### config.mk
export PLATFORM = sky130hd
export DESIGN_NAME = sti_queue
export DESIGN_NICKNAME = d
export VERILOG_FILES = /design/src/rtl/core/segmented_table_interpolator_macros.svh /design/src/rtl/core/sti_pkg.sv /design/src/rtl/core/sti_queue.sv
export SDC_FILE = /design/constraint.sdc
export NUM_CORES = 1
export LEC_CHECK = 0
export BUFFER_PORTS_ARGS = -buffer_cell sky130_fd_sc_hd__buf_2
export CORE_AREA = 3 3 203 205
export DETAILED_ROUTE_END_ITERATION = 10
export DIE_AREA = 0 0 206 208
export GPL_TIMING_DRIVEN = 0
export HOLD_SLACK_MARGIN = 0.03
export PLACE_DENSITY_LB_ADDON = 0.1
export SLEW_MARGIN = 15
export SYNTH_ARGS = -nofsm -noshare
export SYNTH_HDL_FRONTEND = slang
export SYNTH_SLANG_ARGS = --single-unit
### constraint.sdc
create_clock -name clk -period 4.8 [get_ports clk]
set_input_delay 0.72 -clock clk [delete_from_list [all_inputs] [get_ports clk]]
set_output_delay 0.72 -clock clk [all_outputs]
set_load 0.01 [all_outputs]
### src/rtl/core/segmented_table_interpolator_macros.svh
// Assertion macros used by the interpolator back end (sti_back).
`ifndef SEGMENTED_TABLE_INTERPOLATOR_MACROS_SVH
`define SEGMENTED_TABLE_INTERPOLATOR_MACROS_SVH

// Same-cycle implication, disabled while reset is asserted.
`define STI_ASSERT_NOW(lbl, clk_s, rst_s, ante, cons) \
    lbl: assert property (@(posedge clk_s) disable iff (!rst_s) (ante) |-> (cons)) \
        else $error("sti: same-cycle check failed");

// Next-cycle implication, disabled while reset is asserted.
`define STI_ASSERT_NEXT(lbl, clk_s, rst_s, ante, cons) \
    lbl: assert property (@(posedge clk_s) disable iff (!rst_s) (ante) |=> (cons)) \
        else $error("sti: next-cycle check failed");

`endif

### src/rtl/core/sti_pkg.sv
`timescale 1ns / 1ps

package sti_pkg;

    localparam int SEG_POINTS  = 256;
    localparam int SEG_COUNT   = 3;
    localparam int ROW_LEN     = SEG_POINTS + 1;
    localparam int STORE_DEPTH = SEG_COUNT * ROW_LEN;
    localparam int ADDR_W      = $clog2(STORE_DEPTH);
    localparam int IDX_W       = $clog2(SEG_POINTS);
    localparam int FRAC_W      = 24;
    localparam int POS_IDX_W   = 24;
    localparam int DATA_W      = 32;
    localparam int CFG_IDX_W   = 3;

    localparam int QUEUE_DEPTH = 4;
    localparam int QPTR_W      = $clog2(QUEUE_DEPTH);
    localparam int QCNT_W      = $clog2(QUEUE_DEPTH + 1);

    localparam logic [DATA_W-1:0] HALF_Q24 = 32'h0080_0000;
    localparam logic [FRAC_W:0]   ONE_Q24  = 25'h100_0000;

    typedef enum logic [1:0] {
        KIND_WRITE      = 2'd0,
        KIND_DENSITY    = 2'd1,
        KIND_CUMULATIVE = 2'd2
    } kind_t;

    typedef enum logic [CFG_IDX_W-1:0] {
        CFG_BOUND_ONE      = 3'd0,
        CFG_BOUND_TWO      = 3'd1,
        CFG_BOUND_THREE    = 3'd2,
        CFG_INV_STEP_ONE   = 3'd3,
        CFG_INV_STEP_TWO   = 3'd4,
        CFG_INV_STEP_THREE = 3'd5
    } cfg_reg_t;

    typedef struct packed {
        logic [30:0]       bound_one;
        logic [30:0]       bound_two;
        logic [30:0]       bound_three;
        logic [DATA_W-1:0] inv_step_one;
        logic [DATA_W-1:0] inv_step_two;
        logic [DATA_W-1:0] inv_step_three;
    } sti_cfg_t;

    typedef struct packed {
        logic [1:0]        kind;
        logic              pick;
        logic              wr_ok;
        logic [ADDR_W-1:0] waddr;
        logic [DATA_W-1:0] wdata;
        logic              neg;
        logic              zero;
        logic              tail;
        logic [1:0]        seg;
        logic [DATA_W-1:0] diff;
        logic [DATA_W-1:0] inv;
    } sti_item_t;

    typedef struct packed {
        logic [1:0] kind;
        logic       neg;
        logic       zero;
        logic       tail;
    } sti_flags_t;

endpackage

### src/rtl/core/sti_queue.sv
`timescale 1ns / 1ps

module sti_queue (
    input  logic                clk,
    input  logic                rst_n,
    input  logic                push,
    input  sti_pkg::sti_item_t  push_item,
    input  logic                pop,
    output sti_pkg::sti_item_t  head,
    output logic                full,
    output logic                empty
);

    sti_pkg::sti_item_t               slots_reg [sti_pkg::QUEUE_DEPTH];
    logic [sti_pkg::QPTR_W-1:0]       wr_ptr_reg;
    logic [sti_pkg::QPTR_W-1:0]       rd_ptr_reg;
    logic [sti_pkg::QCNT_W-1:0]       count_reg;

    function automatic logic [sti_pkg::QPTR_W-1:0] step_ptr(
        input logic [sti_pkg::QPTR_W-1:0] ptr
    );
        if (ptr == sti_pkg::QPTR_W'(sti_pkg::QUEUE_DEPTH - 1))
        begin
            return '0;
        end
        return ptr + sti_pkg::QPTR_W'(1);
    endfunction

    assign head  = slots_reg[rd_ptr_reg];
    assign full  = (count_reg == sti_pkg::QCNT_W'(sti_pkg::QUEUE_DEPTH));
    assign empty = (count_reg == '0);

    always_ff @(posedge clk or negedge rst_n)
    begin
        if (!rst_n)
        begin
            wr_ptr_reg <= '0;
            rd_ptr_reg <= '0;
            count_reg  <= '0;
        end
        else
        begin
            if (push)
            begin
                wr_ptr_reg <= step_ptr(wr_ptr_reg);
            end
            if (pop)
            begin
                rd_ptr_reg <= step_ptr(rd_ptr_reg);
            end
            if (push && !pop)
            begin
                count_reg <= count_reg + sti_pkg::QCNT_W'(1);
            end
            else if (pop && !push)
            begin
                count_reg <= count_reg - sti_pkg::QCNT_W'(1);
            end
        end
    end

    always_ff @(posedge clk)
    begin
        if (push)
        begin
            slots_reg[wr_ptr_reg] <= push_item;
        end
    end

endmodule

==> out/results.tsv <==
stage	metric	value	unit
min_path	HP Class	input pin to register	
critical_path	startpoint types	register	
global_routing	antenna violations before repair	8	
synth	sequential area share after synthesis	0.8244	
layout	non-filler instance count after layout	1499	
synth	Synth Warn #	0	
layout	Nets	1059	
global_routing	GR Util All Layers	0.1602	
layout	Area Overhead vs Synth	20.94	%
synth	Avg Inst Size Synth	26.60	um^2
global_routing	grt total ovfl	0	
die	row count	73	
clock_network	clk_lat worst skew	0.56	ns
layout	Post-Layout Inst Area	20520	um^2
critical_path	Worst EP required	4.08	ns
detailed_routing	DR WL/cell	22.50	um
sta	max_slew headroom	0.5126	
power	Power Density	595.7	nW/um^2
global_routing	vias in the first global route	8444	
outcome	status	finished clean	
place	dpl ws	2.232	ns
place	DP Wirelength	21680	um
clock_network	root buffer cell	clkbuf_16	
detailed_routing	Via density	5.107	
critical_path	WS Path Type	register to output port	
synth	mapped cell area	16970	um^2
clock_network	CTS tree	done	
clock_network	Num CTS Buffers	48	
place	GPL Wtd Cong	0.7135	
clock_network	Reg clk slew, reported paths	0.06	ns
sta	Min Clock Period, post-route	3.065	ns
place	DP Area	19030	um^2
sta	Setup-failing EPs final	0	
sta	final hold violations	0	
power	maximum VDD drop	435.7	uV
detailed_routing	DRT antenna net count	0	
clock_network	H-Tree Depth	2	
layout	layout cells sized above 1	0.4624	
critical_path	critical path fanouts, max	10	
sta	fmax	326.3	MHz
sta	Slew Limit Fails	0	
die	core area	39640	um^2
layout	max FFs per register	460	
run	max cap viols	0	
layout	post-layout util	0.5177	
sta	worst-margin pin slew	0.7311	ns
critical_path	arrival time worst endpoint	2.34	ns
sta	Setup TNS	0	ns
global_routing	global-route wire length before repair	51690	um
sta	RSZ-0062 raised after global routing	no	
detailed_routing	post-detailed-routing wire length	33730	um
sta	final setup margin	1.735	ns
synth	#FFs+latches synth	467	
detailed_routing	1st-iter DRT viols	385	
global_routing	largest net degree at the start of global routing	49	
die	Die Area	42850	um^2
die	Die H	208	um
synth	synthesized instance count	638	
sta	Clock Skew	0.02155	ns
critical_path	Worst setup EP type	output port	
place	placed cells	1407	
synth	Synth cell types	20	
clock_network	# clock sinks	467	
power	LEAKAGE	6.993	nW
detailed_routing	DRC Markers	0	
place	IO Port Bufs	235	
die	initial core utilization	0.4281	
detailed_routing	Vias	7656	
die	# IOs	236	
sta	final period utilization	0.6384	
synth	Synth Net Count	764	
die	Die X	206	um
detailed_routing	drt first pass iters	4	
clock_network	Post-CTS Resized	0	
clock_network	clk buf depth	3	
==> metal layers <==
| layer | vias to the layer above | global-route usage | part of all wire |
|---|---|---|---|
| met5 | - | 0 | 0.0019 |
| met4 | 10 | 0.04916 | 0.020 |
| met3 | 55 | 0.04835 | 0.074 |
| met2 | 211 | 0.2635 | 0.51 |
| met1 | 4011 | 0.2069 | 0.40 |
| li1 | 3369 | - | - |
==> stage by stage <==
stage	hold slack (ns)	total power (W)
5_1_grt	0.3423	0.01285
6_report	0.3667	0.01222
4_1_cts	0.3245	0.01247
3_5_place_dp	0.4930	0.008960
3_3_place_gp	0.4773	0.008927
2_1_floorplan	0.4244	0.007576
==> layout make-up <==
class	instances	area (um^2)
inverter	4	15.01
fill	3165	19120
sequential	467	13990
timing repair buffer	245	1404
buffer	26	156.4
clock buffer	60	1267
clock inverter	28	207.7
antenna	3	7.507
multi-input combinational	141	2819
tap	525	656.9
==> cells in the mapped netlist <==
cell,count,area (um^2)
edfxtp_1,460,13810
mux4_2,115,2590
buf_2,14,70.07
dfrtp_1,7,175.2
clkbuf_1,6,22.52
ha_1,6,75.07
buf_6,5,56.30
and2_1,4,25.02
inv_1,4,15.01
mux2_2,2,22.52
nand2_1,2,7.510
nor2_1,2,7.510
nor3_1,2,10.01
o21ai_0,2,10.01
xor2_1,2,17.52
a21o_1,1,7.510
buf_4,1,7.510
fa_1,1,20.02
nor3b_1,1,7.510
xnor2_1,1,8.760
==> kinds of logic after synthesis <==
logic type | Yosys count | synth area share
fa+ha+maj | 7 | 0.005604
buf+inv | 30 | 0.01010
simple gates | 11 | 0.003392
mux | 117 | 0.1540
flops | 467 | 0.8244
compound gates | 3 | 0.001032
xor+xnor | 3 | 0.001549
==> power breakdown <==
group,internal (W),switching [W]
clock,0.00203,0.00145
sequential,0.00522,0.000144
combinational,0.00154,0.00185
total,0.00878,0.00344
==> layout by cell type, fill, tap and decap left out, drive strengths merged <==
cell type | Yosys | final
inv | 4 | 4
a21o | 1 | 1
clkinvlp | 0 | 2
xor2 | 2 | 2
edfxtp | 460 | 460
o21ai | 2 | 2
nand2 | 2 | 2
dlygate4sd3 | 0 | 1
clkbuf | 6 | 66
bufinv | 0 | 3
diode | 0 | 3
mux2 | 2 | 2
nor3b | 1 | 1
ha | 6 | 6
fa | 1 | 1
and2 | 4 | 4
clkinv | 0 | 23
buf | 20 | 264
dfrtp | 7 | 7
mux4 | 115 | 115
nor2 | 2 | 2
xnor2 | 1 | 1
nor3 | 2 | 2
==> critical path, stage by stage (launching register included) <==
cell and delay (ns):
dfrtp_1 0.35, buf_2 0.26, buf_2 0.31, buf_2 0.36, mux4_2 0.35, buf_2 0.16
==> repair_timing <==
item	in CTS	in global routing
setup buffers	0	0
hold endpoints to repair	7	0
hold buffers	1	0
setup endpoints to repair	0	0
==> path summary, 6_finish.rpt <==
check,slack (ns),endpoint,cells after the start,start
hold / removal,0.37,slots_reg[2][110],1,push_item[110]
setup / recovery,1.74,head[108],5,rd_ptr_reg[1]
min in group asynchronous,0.54,count_reg[1],2,rst_n
hold reg to reg,0.50,count_reg[2],1,count_reg[2]
max in group asynchronous,4.10,wr_ptr_reg[0],2,rst_n
setup reg to reg,2.55,slots_reg[2][16],5,wr_ptr_reg[0]
Note: power is estimated with default switching activity, not from simulation.
