$ cat src/rtl/core/segmented_table_interpolator_macros.svh
// Assertion macros used by the interpolator back end (sti_back).
`ifndef SEGMENTED_TABLE_INTERPOLATOR_MACROS_SVH
`define SEGMENTED_TABLE_INTERPOLATOR_MACROS_SVH

// Same-cycle implication, disabled while reset is asserted.
`define STI_ASSERT_NOW(lbl, clk_s, rst_s, ante, cons) \
    lbl: assert property (@(posedge clk_s) disable iff (!rst_s) (ante) |-> (cons)) \
        else $error("sti: same-cycle check failed");

// Next-cycle implication, disabled while reset is asserted.
`define STI_ASSERT_NEXT(lbl, clk_s, rst_s, ante, cons) \
    lbl: assert property (@(posedge clk_s) disable iff (!rst_s) (ante) |=> (cons)) \
        else $error("sti: next-cycle check failed");

`endif

$ cat src/rtl/core/sti_pkg.sv
`timescale 1ns / 1ps

package sti_pkg;

    localparam int SEG_POINTS  = 256;
    localparam int SEG_COUNT   = 3;
    localparam int ROW_LEN     = SEG_POINTS + 1;
    localparam int STORE_DEPTH = SEG_COUNT * ROW_LEN;
    localparam int ADDR_W      = $clog2(STORE_DEPTH);
    localparam int IDX_W       = $clog2(SEG_POINTS);
    localparam int FRAC_W      = 24;
    localparam int POS_IDX_W   = 24;
    localparam int DATA_W      = 32;
    localparam int CFG_IDX_W   = 3;

    localparam int QUEUE_DEPTH = 4;
    localparam int QPTR_W      = $clog2(QUEUE_DEPTH);
    localparam int QCNT_W      = $clog2(QUEUE_DEPTH + 1);

    localparam logic [DATA_W-1:0] HALF_Q24 = 32'h0080_0000;
    localparam logic [FRAC_W:0]   ONE_Q24  = 25'h100_0000;

    typedef enum logic [1:0] {
        KIND_WRITE      = 2'd0,
        KIND_DENSITY    = 2'd1,
        KIND_CUMULATIVE = 2'd2
    } kind_t;

    typedef enum logic [CFG_IDX_W-1:0] {
        CFG_BOUND_ONE      = 3'd0,
        CFG_BOUND_TWO      = 3'd1,
        CFG_BOUND_THREE    = 3'd2,
        CFG_INV_STEP_ONE   = 3'd3,
        CFG_INV_STEP_TWO   = 3'd4,
        CFG_INV_STEP_THREE = 3'd5
    } cfg_reg_t;

    typedef struct packed {
        logic [30:0]       bound_one;
        logic [30:0]       bound_two;
        logic [30:0]       bound_three;
        logic [DATA_W-1:0] inv_step_one;
        logic [DATA_W-1:0] inv_step_two;
        logic [DATA_W-1:0] inv_step_three;
    } sti_cfg_t;

    typedef struct packed {
        logic [1:0]        kind;
        logic              pick;
        logic              wr_ok;
        logic [ADDR_W-1:0] waddr;
        logic [DATA_W-1:0] wdata;
        logic              neg;
        logic              zero;
        logic              tail;
        logic [1:0]        seg;
        logic [DATA_W-1:0] diff;
        logic [DATA_W-1:0] inv;
    } sti_item_t;

    typedef struct packed {
        logic [1:0] kind;
        logic       neg;
        logic       zero;
        logic       tail;
    } sti_flags_t;

endpackage

$ cat src/rtl/core/sti_in_if.sv
`timescale 1ns / 1ps

interface sti_in_if;
    logic               valid;
    logic               ready;
    logic [1:0]         kind;
    logic               table_pick;
    logic [1:0]         segment;
    logic [8:0]         entry_index;
    logic [31:0]        entry_value;
    logic signed [31:0] energy;

    modport source (
        output valid, kind, table_pick, segment, entry_index, entry_value, energy,
        input  ready
    );
    modport sink (
        input  valid, kind, table_pick, segment, entry_index, entry_value, energy,
        output ready
    );
endinterface

$ cat src/rtl/core/sti_front.sv
`timescale 1ns / 1ps

module sti_front (
    input  logic                clk,
    input  logic                rst_n,
    sti_in_if.sink              item,
    input  sti_pkg::sti_cfg_t   cfg,
    input  logic                full,
    output logic                push,
    output sti_pkg::sti_item_t  push_item
);

    logic        f_valid_reg;
    logic [1:0]  f_kind_reg;
    logic        f_pick_reg;
    logic [1:0]  f_seg_reg;
    logic [8:0]  f_index_reg;
    logic [31:0] f_value_reg;
    logic        f_neg_reg;
    logic        f_zero_reg;
    logic [31:0] f_mag_reg;
    logic [31:0] mag_next;

    logic        accept;
    logic        lt1, lt2, lt3;
    logic [31:0] d1, d2;

    assign item.ready = !f_valid_reg || !full;
    assign accept     = item.valid && item.ready;
    assign push       = f_valid_reg && !full;
    assign mag_next   = item.energy[31] ? (~item.energy + 32'd1) : item.energy;

    always_ff @(posedge clk or negedge rst_n)
    begin
        if (!rst_n)
        begin
            f_valid_reg <= 1'b0;
        end
        else if (item.ready)
        begin
            f_valid_reg <= item.valid;
        end
    end

    always_ff @(posedge clk)
    begin
        if (accept)
        begin
            f_kind_reg  <= item.kind;
            f_pick_reg  <= item.table_pick;
            f_seg_reg   <= item.segment;
            f_index_reg <= item.entry_index;
            f_value_reg <= item.entry_value;
            f_neg_reg   <= item.energy[31];
            f_zero_reg  <= (item.energy == 32'sd0);
            f_mag_reg   <= mag_next;
        end
    end

    // pick the segment by strict compares, all differences formed in parallel
    assign lt1 = f_mag_reg < {1'b0, cfg.bound_one};
    assign lt2 = f_mag_reg < {1'b0, cfg.bound_two};
    assign lt3 = f_mag_reg < {1'b0, cfg.bound_three};
    assign d1  = f_mag_reg - {1'b0, cfg.bound_one};
    assign d2  = f_mag_reg - {1'b0, cfg.bound_two};

    always_comb
    begin
        push_item       = '0;
        push_item.kind  = f_kind_reg;
        push_item.pick  = f_pick_reg;
        push_item.wr_ok = (f_seg_reg < 2'(sti_pkg::SEG_COUNT))
                          && (32'(f_index_reg) <= 32'(sti_pkg::SEG_POINTS));
        push_item.waddr = sti_pkg::ADDR_W'(f_seg_reg) * sti_pkg::ADDR_W'(sti_pkg::ROW_LEN)
                          + sti_pkg::ADDR_W'(f_index_reg);
        push_item.wdata = f_value_reg;
        push_item.neg   = f_neg_reg;
        push_item.zero  = f_zero_reg;
        if (lt1)
        begin
            push_item.seg  = 2'd0;
            push_item.diff = f_mag_reg;
            push_item.inv  = cfg.inv_step_one;
        end
        else if (lt2)
        begin
            push_item.seg  = 2'd1;
            push_item.diff = d1;
            push_item.inv  = cfg.inv_step_two;
        end
        else if (lt3)
        begin
            push_item.seg  = 2'd2;
            push_item.diff = d2;
            push_item.inv  = cfg.inv_step_three;
        end
        else
        begin
            push_item.tail = 1'b1;
            push_item.seg  = 2'd2;
        end
    end

endmodule

$ cat src/flat_wrapper.sv
// flat-port wrapper written by rule: the top's interface ports become plain ports
module sti_front_flat 
  (clk, rst_n, cfg, full, push, push_item, item_valid, item_kind, item_table_pick, item_segment, item_entry_index, item_entry_value, item_energy, item_ready);
  sti_in_if item_i ();
  input  logic clk;
  input  logic rst_n;
  input  sti_pkg::sti_cfg_t cfg;
  input  logic full;
  output logic push;
  output sti_pkg::sti_item_t push_item;
  input wire logic [$bits(item_i.valid)-1:0] item_valid;
  input wire logic [$bits(item_i.kind)-1:0] item_kind;
  input wire logic [$bits(item_i.table_pick)-1:0] item_table_pick;
  input wire logic [$bits(item_i.segment)-1:0] item_segment;
  input wire logic [$bits(item_i.entry_index)-1:0] item_entry_index;
  input wire logic [$bits(item_i.entry_value)-1:0] item_entry_value;
  input wire logic [$bits(item_i.energy)-1:0] item_energy;
  output wire logic [$bits(item_i.ready)-1:0] item_ready;
  assign item_i.valid = item_valid;
  assign item_i.kind = item_kind;
  assign item_i.table_pick = item_table_pick;
  assign item_i.segment = item_segment;
  assign item_i.entry_index = item_entry_index;
  assign item_i.entry_value = item_entry_value;
  assign item_i.energy = item_energy;
  assign item_ready = item_i.ready;
  sti_front u_core (.clk(clk), .rst_n(rst_n), .item(item_i), .cfg(cfg), .full(full), .push(push), .push_item(push_item));
endmodule
$ cat config.mk
export PLATFORM = sky130hd
export DESIGN_NAME = sti_front_flat
export DESIGN_NICKNAME = d
export VERILOG_FILES = /design/src/rtl/core/segmented_table_interpolator_macros.svh /design/src/rtl/core/sti_pkg.sv /design/src/rtl/core/sti_in_if.sv /design/src/rtl/core/sti_front.sv /design/src/flat_wrapper.sv
export SDC_FILE = /design/constraint.sdc
export NUM_CORES = 1
export LEC_CHECK = 0
export BUFFER_PORTS_ARGS = -buffer_cell sky130_fd_sc_hd__buf_2
export CORE_AREA = 2 2 150 152
export CTS_CLUSTER_SIZE = 20
export DETAILED_ROUTE_END_ITERATION = 10
export DIE_AREA = 0 0 152 154
export GPL_ROUTABILITY_DRIVEN = 0
export HOLD_SLACK_MARGIN = 0.06
export PLACE_DENSITY = 0.71
export SETUP_SLACK_MARGIN = 0.02
export SYNTH_ARGS = -nofsm -noshare
export SYNTH_HDL_FRONTEND = slang
export SYNTH_SLANG_ARGS = --single-unit
$ cat constraint.sdc
create_clock -name clk -period 5.7 [get_ports clk]
set_clock_uncertainty 0.05 [all_clocks]
set_input_delay 1.14 -clock clk [delete_from_list [all_inputs] [get_ports clk]]
set_output_delay 1.14 -clock clk [all_outputs]
set_load 0.05 [all_outputs]
==> results by group <==
STA
  – FMAX: 0.182 GHz
  – Worst slew margin: 32.5%
  – Final hold vios: 0
  – Sum of negative setup slack: 0 ns
  – Fin crit period: 5.49 ns
  – RSZ-0062 raised after global routing: no
  – Max-slew violations: 0
  – Period utilisation layout: 96.2%
  – Least-Margin Pin Slew: 1.01 ns
  – # setup viols final: 0

Yosys
  – Number of synthesized flops with an enable pin: 80
  – Post-Syn Area: 0.00902 mm2
  – Synth unique cells: 66
  – Yosys Warn Count: 0
  – Top post-synthesis cells by area: edfxtp_1 (27%), ha_1 (14%), xnor2_1 (6.2%), nor2_1 (6.1%), inv_1 (4.9%)
  – Primary FF master, synth: edfxtp_1
  – Post-synth ARST share: 1.23%
  – Largest area contributor in the netlist: edfxtp_1
  – Mapped Avg Cell Area: 8.14 um2
  – Synthesized netlist cell count: 1108
  – Post-synth top area share: 26.6%
  – #FFs+latches synth: 81
  – Syn_nets: 1481
  – Post-synthesis sequential area ratio: 26.9%

Pwr
  – Sw Share: 46.8%
  – Leakage: 5.56 nW
  – Int Power: 1.55 mW
  – Comb pwr share: 56.4%
  – Power Density: 250 mW/mm2
  – Net Sw Power: 1.37 mW
  – Clock Power Share: 18.2%
  – Total power: 2.92 mW
  – Peak VDD IR: 0.286 mV
  – Sequential power share: 25.4%

Worst setup path
  – Worst path required time: 4.51 ns
  – CP Launch Point: cfg[158]
  – Worst r2r src: u_core.f_valid_reg
  – Crit. End Element: output port
  – Setup CP Type: in -> out
  – Kind of launch point of the worst setup path: input pin
  – Critical Path Fanout Max: 32
  – R2R cell count: 2
  – Worst path arrival time: 4.30 ns

Detailed routing
  – Vias post-DR: 9848
  – Drt first pass iters: 5
  – DRT iter0 DRCs: 598
  – Vias per inst: 5.60
  – Routed WL per cell: 18.4 um
  – Total wire length: 32.3 mm
  – Routed Antenna Nets: 0
  – DRC Markers: 0

Status
  – Status: completed

Die
  – Die X: 152 um
  – Core ar.: 0.0217 mm2
  – Top-level I/O count: 388
  – Row count: 54
  – Initial cell density of the core: 41.6%
  – Die area: 0.0234 mm2
  – Chip Height: 154 um

Layout
  – FF+latch area: 0.00243 mm2
  – Multi-input logic area: 0.00599 mm2
  – Fin nets: 1848
  – Post-Layout Cell Count: 1760
  – Layout area overhead: 29.5%
  – Layout cells sized above 1: 29.5%
  – Diode count: 0
  – Layout fillers: 2065

Clock network
  – CTS H-tree depth: 3
  – Clk buf depth: 2
  – # clock sinks: 81
  – Clk Tree Root Cell: clkbuf_16
  – Hold-fix buffers, CTS: 0
  – CTS clk-pin slew, worst paths: 0.06 ns
  – Clock insertion delay at the later pin of the skew report: 0.34 ns
  – Clock tree from TritonCTS: built
  – CTS buffer count: 9

GRT
  – Maximum number of pins on one net before global-route repair: 81
  – All-layer global routing usage: 26.3%
  – Grt total ovfl: 0
  – First-pass GRT wire length: 49.2 mm
  – Vias in the first global route: 9638
  – Initial antenna violation count: 2

Min path
  – WHS Path Cells: 2
  – Hold path startpoint: u_core.f_valid_reg
  – Path type of the worst min-delay path: reg -> reg

Place
  – Detailed placement HPWL: 27.1 mm
  – IO buf count: 387
  – Cells after DPL: 1743

Flow run
  – Max_cap viols: 0
-- critical path, cell delays in order --
cell and delay, ns:
buf_2 0.10, ha_1 0.22, fa_1 0.39, nand2b_1 0.19, a21oi_1 0.25, o221ai_1 0.26, a21oi_1 0.28, a211o_1 0.36
a21o_2 0.24, buf_12 0.19, nor2_1 0.05, a31oi_1 0.28, buf_2 0.33
-- synth_stat cells, drive strengths merged, types with 4 or more instances --
library cell and count:
a2111oi 4, a211oi 19, a21o 25, a21oi 79, a221oi 45, a31oi 25
a41oi 4, and2 6, and3 8, and4 10, buf 12, clkbuf 32
edfxtp 80, ha 99, inv 118, nand2 66, nand2b 13, nand3 24
nand4 13, nor2 147, nor2b 12, nor3 23, nor4 4, o211ai 7
o21a 9, o21ai 52, o21bai 4, o31ai 15, o41ai 7, or2 6
or3 11, or4 5, xnor2 64, xor2 18
-- metrics by stage --
step | instance area [um2] | util [%] | hold WS, ns | setup WS (ns)
finish | 11700 | 53.8 | 0.481 | 0.215
global route | 11700 | 53.8 | 0.503 | 0.0225
CTS | 11700 | 53.7 | 0.481 | 0.0721
detailed placement | 11400 | 52.4 | 0.463 | 0.0958
global placement | 11400 | 52.4 | 0.452 | 0.0398
floorplan | 9020 | - | 0.772 | 0.0401
-- final cells by class --
class	count	share of cell area, %
clock inverter	5	0.343
clock buffer	11	2.08
inverter	118	3.79
multi-input combinational	866	51.3
timing repair buffer	399	18.7
tap	280	3.00
sequential	81	20.8
-- power groups by stage --
| stage | Clock (mW) | Sequential, mW | Combinational (mW) |
|---|---|---|---|
| after floorplan | 0 | 0.784 | 1.10 |
| after global placement | 0 | 0.752 | 1.62 |
| after detailed placement | 0 | 0.753 | 1.63 |
| after CTS | 0.542 | 0.740 | 1.64 |
| after global routing | 0.565 | 0.746 | 1.77 |
| final | 0.532 | 0.741 | 1.65 |
-- path summary, 6_finish.rpt --
path | end | slack (ns)
setup / recovery | push_item[43] | 0.21
hold / removal | u_core.f_valid_reg | 0.48
setup reg to reg | u_core.f_index_reg[8] | 3.92
hold reg to reg | u_core.f_valid_reg | 0.48
max in group asynchronous | u_core.f_valid_reg | 5.00
min in group asynchronous | u_core.f_valid_reg | 0.51
-- placed cells by master (no fill, tap or decap), types with 4 or more instances in the layout --
cell type / n
nor4_1: 4
inv_1: 118
o21bai_1: 4
or3_1: 8
nand4_1: 13
nand2b_1: 13
nand2_1: 65
a41oi_1: 4
and2_1: 5
o211ai_1: 7
o41ai_1: 6
a221oi_1: 45
edfxtp_1: 80
nor3_1: 21
nor2_1: 147
xor2_1: 18
buf_4: 7
o21a_1: 9
o31ai_1: 14
o21ai_1: 7
ha_1: 99
nor2b_1: 12
buf_12: 11
a21o_1: 24
buf_2: 381
a211oi_1: 19
nand3_1: 24
and4_1: 10
and3_1: 7
a31oi_1: 25
xnor2_1: 64
o21ai_0: 45
clkbuf_16: 9
a21oi_1: 78
-- cell families after synthesis --
| family | Yosys count | share of synthesized area (%) |
|---|---|---|
| xor+xnor | 82 | 7.97 |
| compound gates | 326 | 24.6 |
| buf+inv | 162 | 6.99 |
| simple gates | 352 | 18.7 |
| fa+ha+maj | 102 | 14.4 |
| mux | 3 | 0.347 |
| flops | 81 | 26.9 |
-- repair_timing --
item | in CTS | in global routing
endpoints found under the setup margin | 0 | 60
resized for setup | 0 | 3
buffers inserted | 0 | 0
endpoints found under the hold margin | 0 | 0
-- per-layer routing --
layer	part of all wire [%]	vias up	global-route usage [%]
met5	0.077	-	0
met4	4.2	4	10.3
li1	-	4816	-
met1	37	4467	28.5
met2	51	483	49.6
met3	8.0	78	5.69
Power figures use the tool's default switching activity.
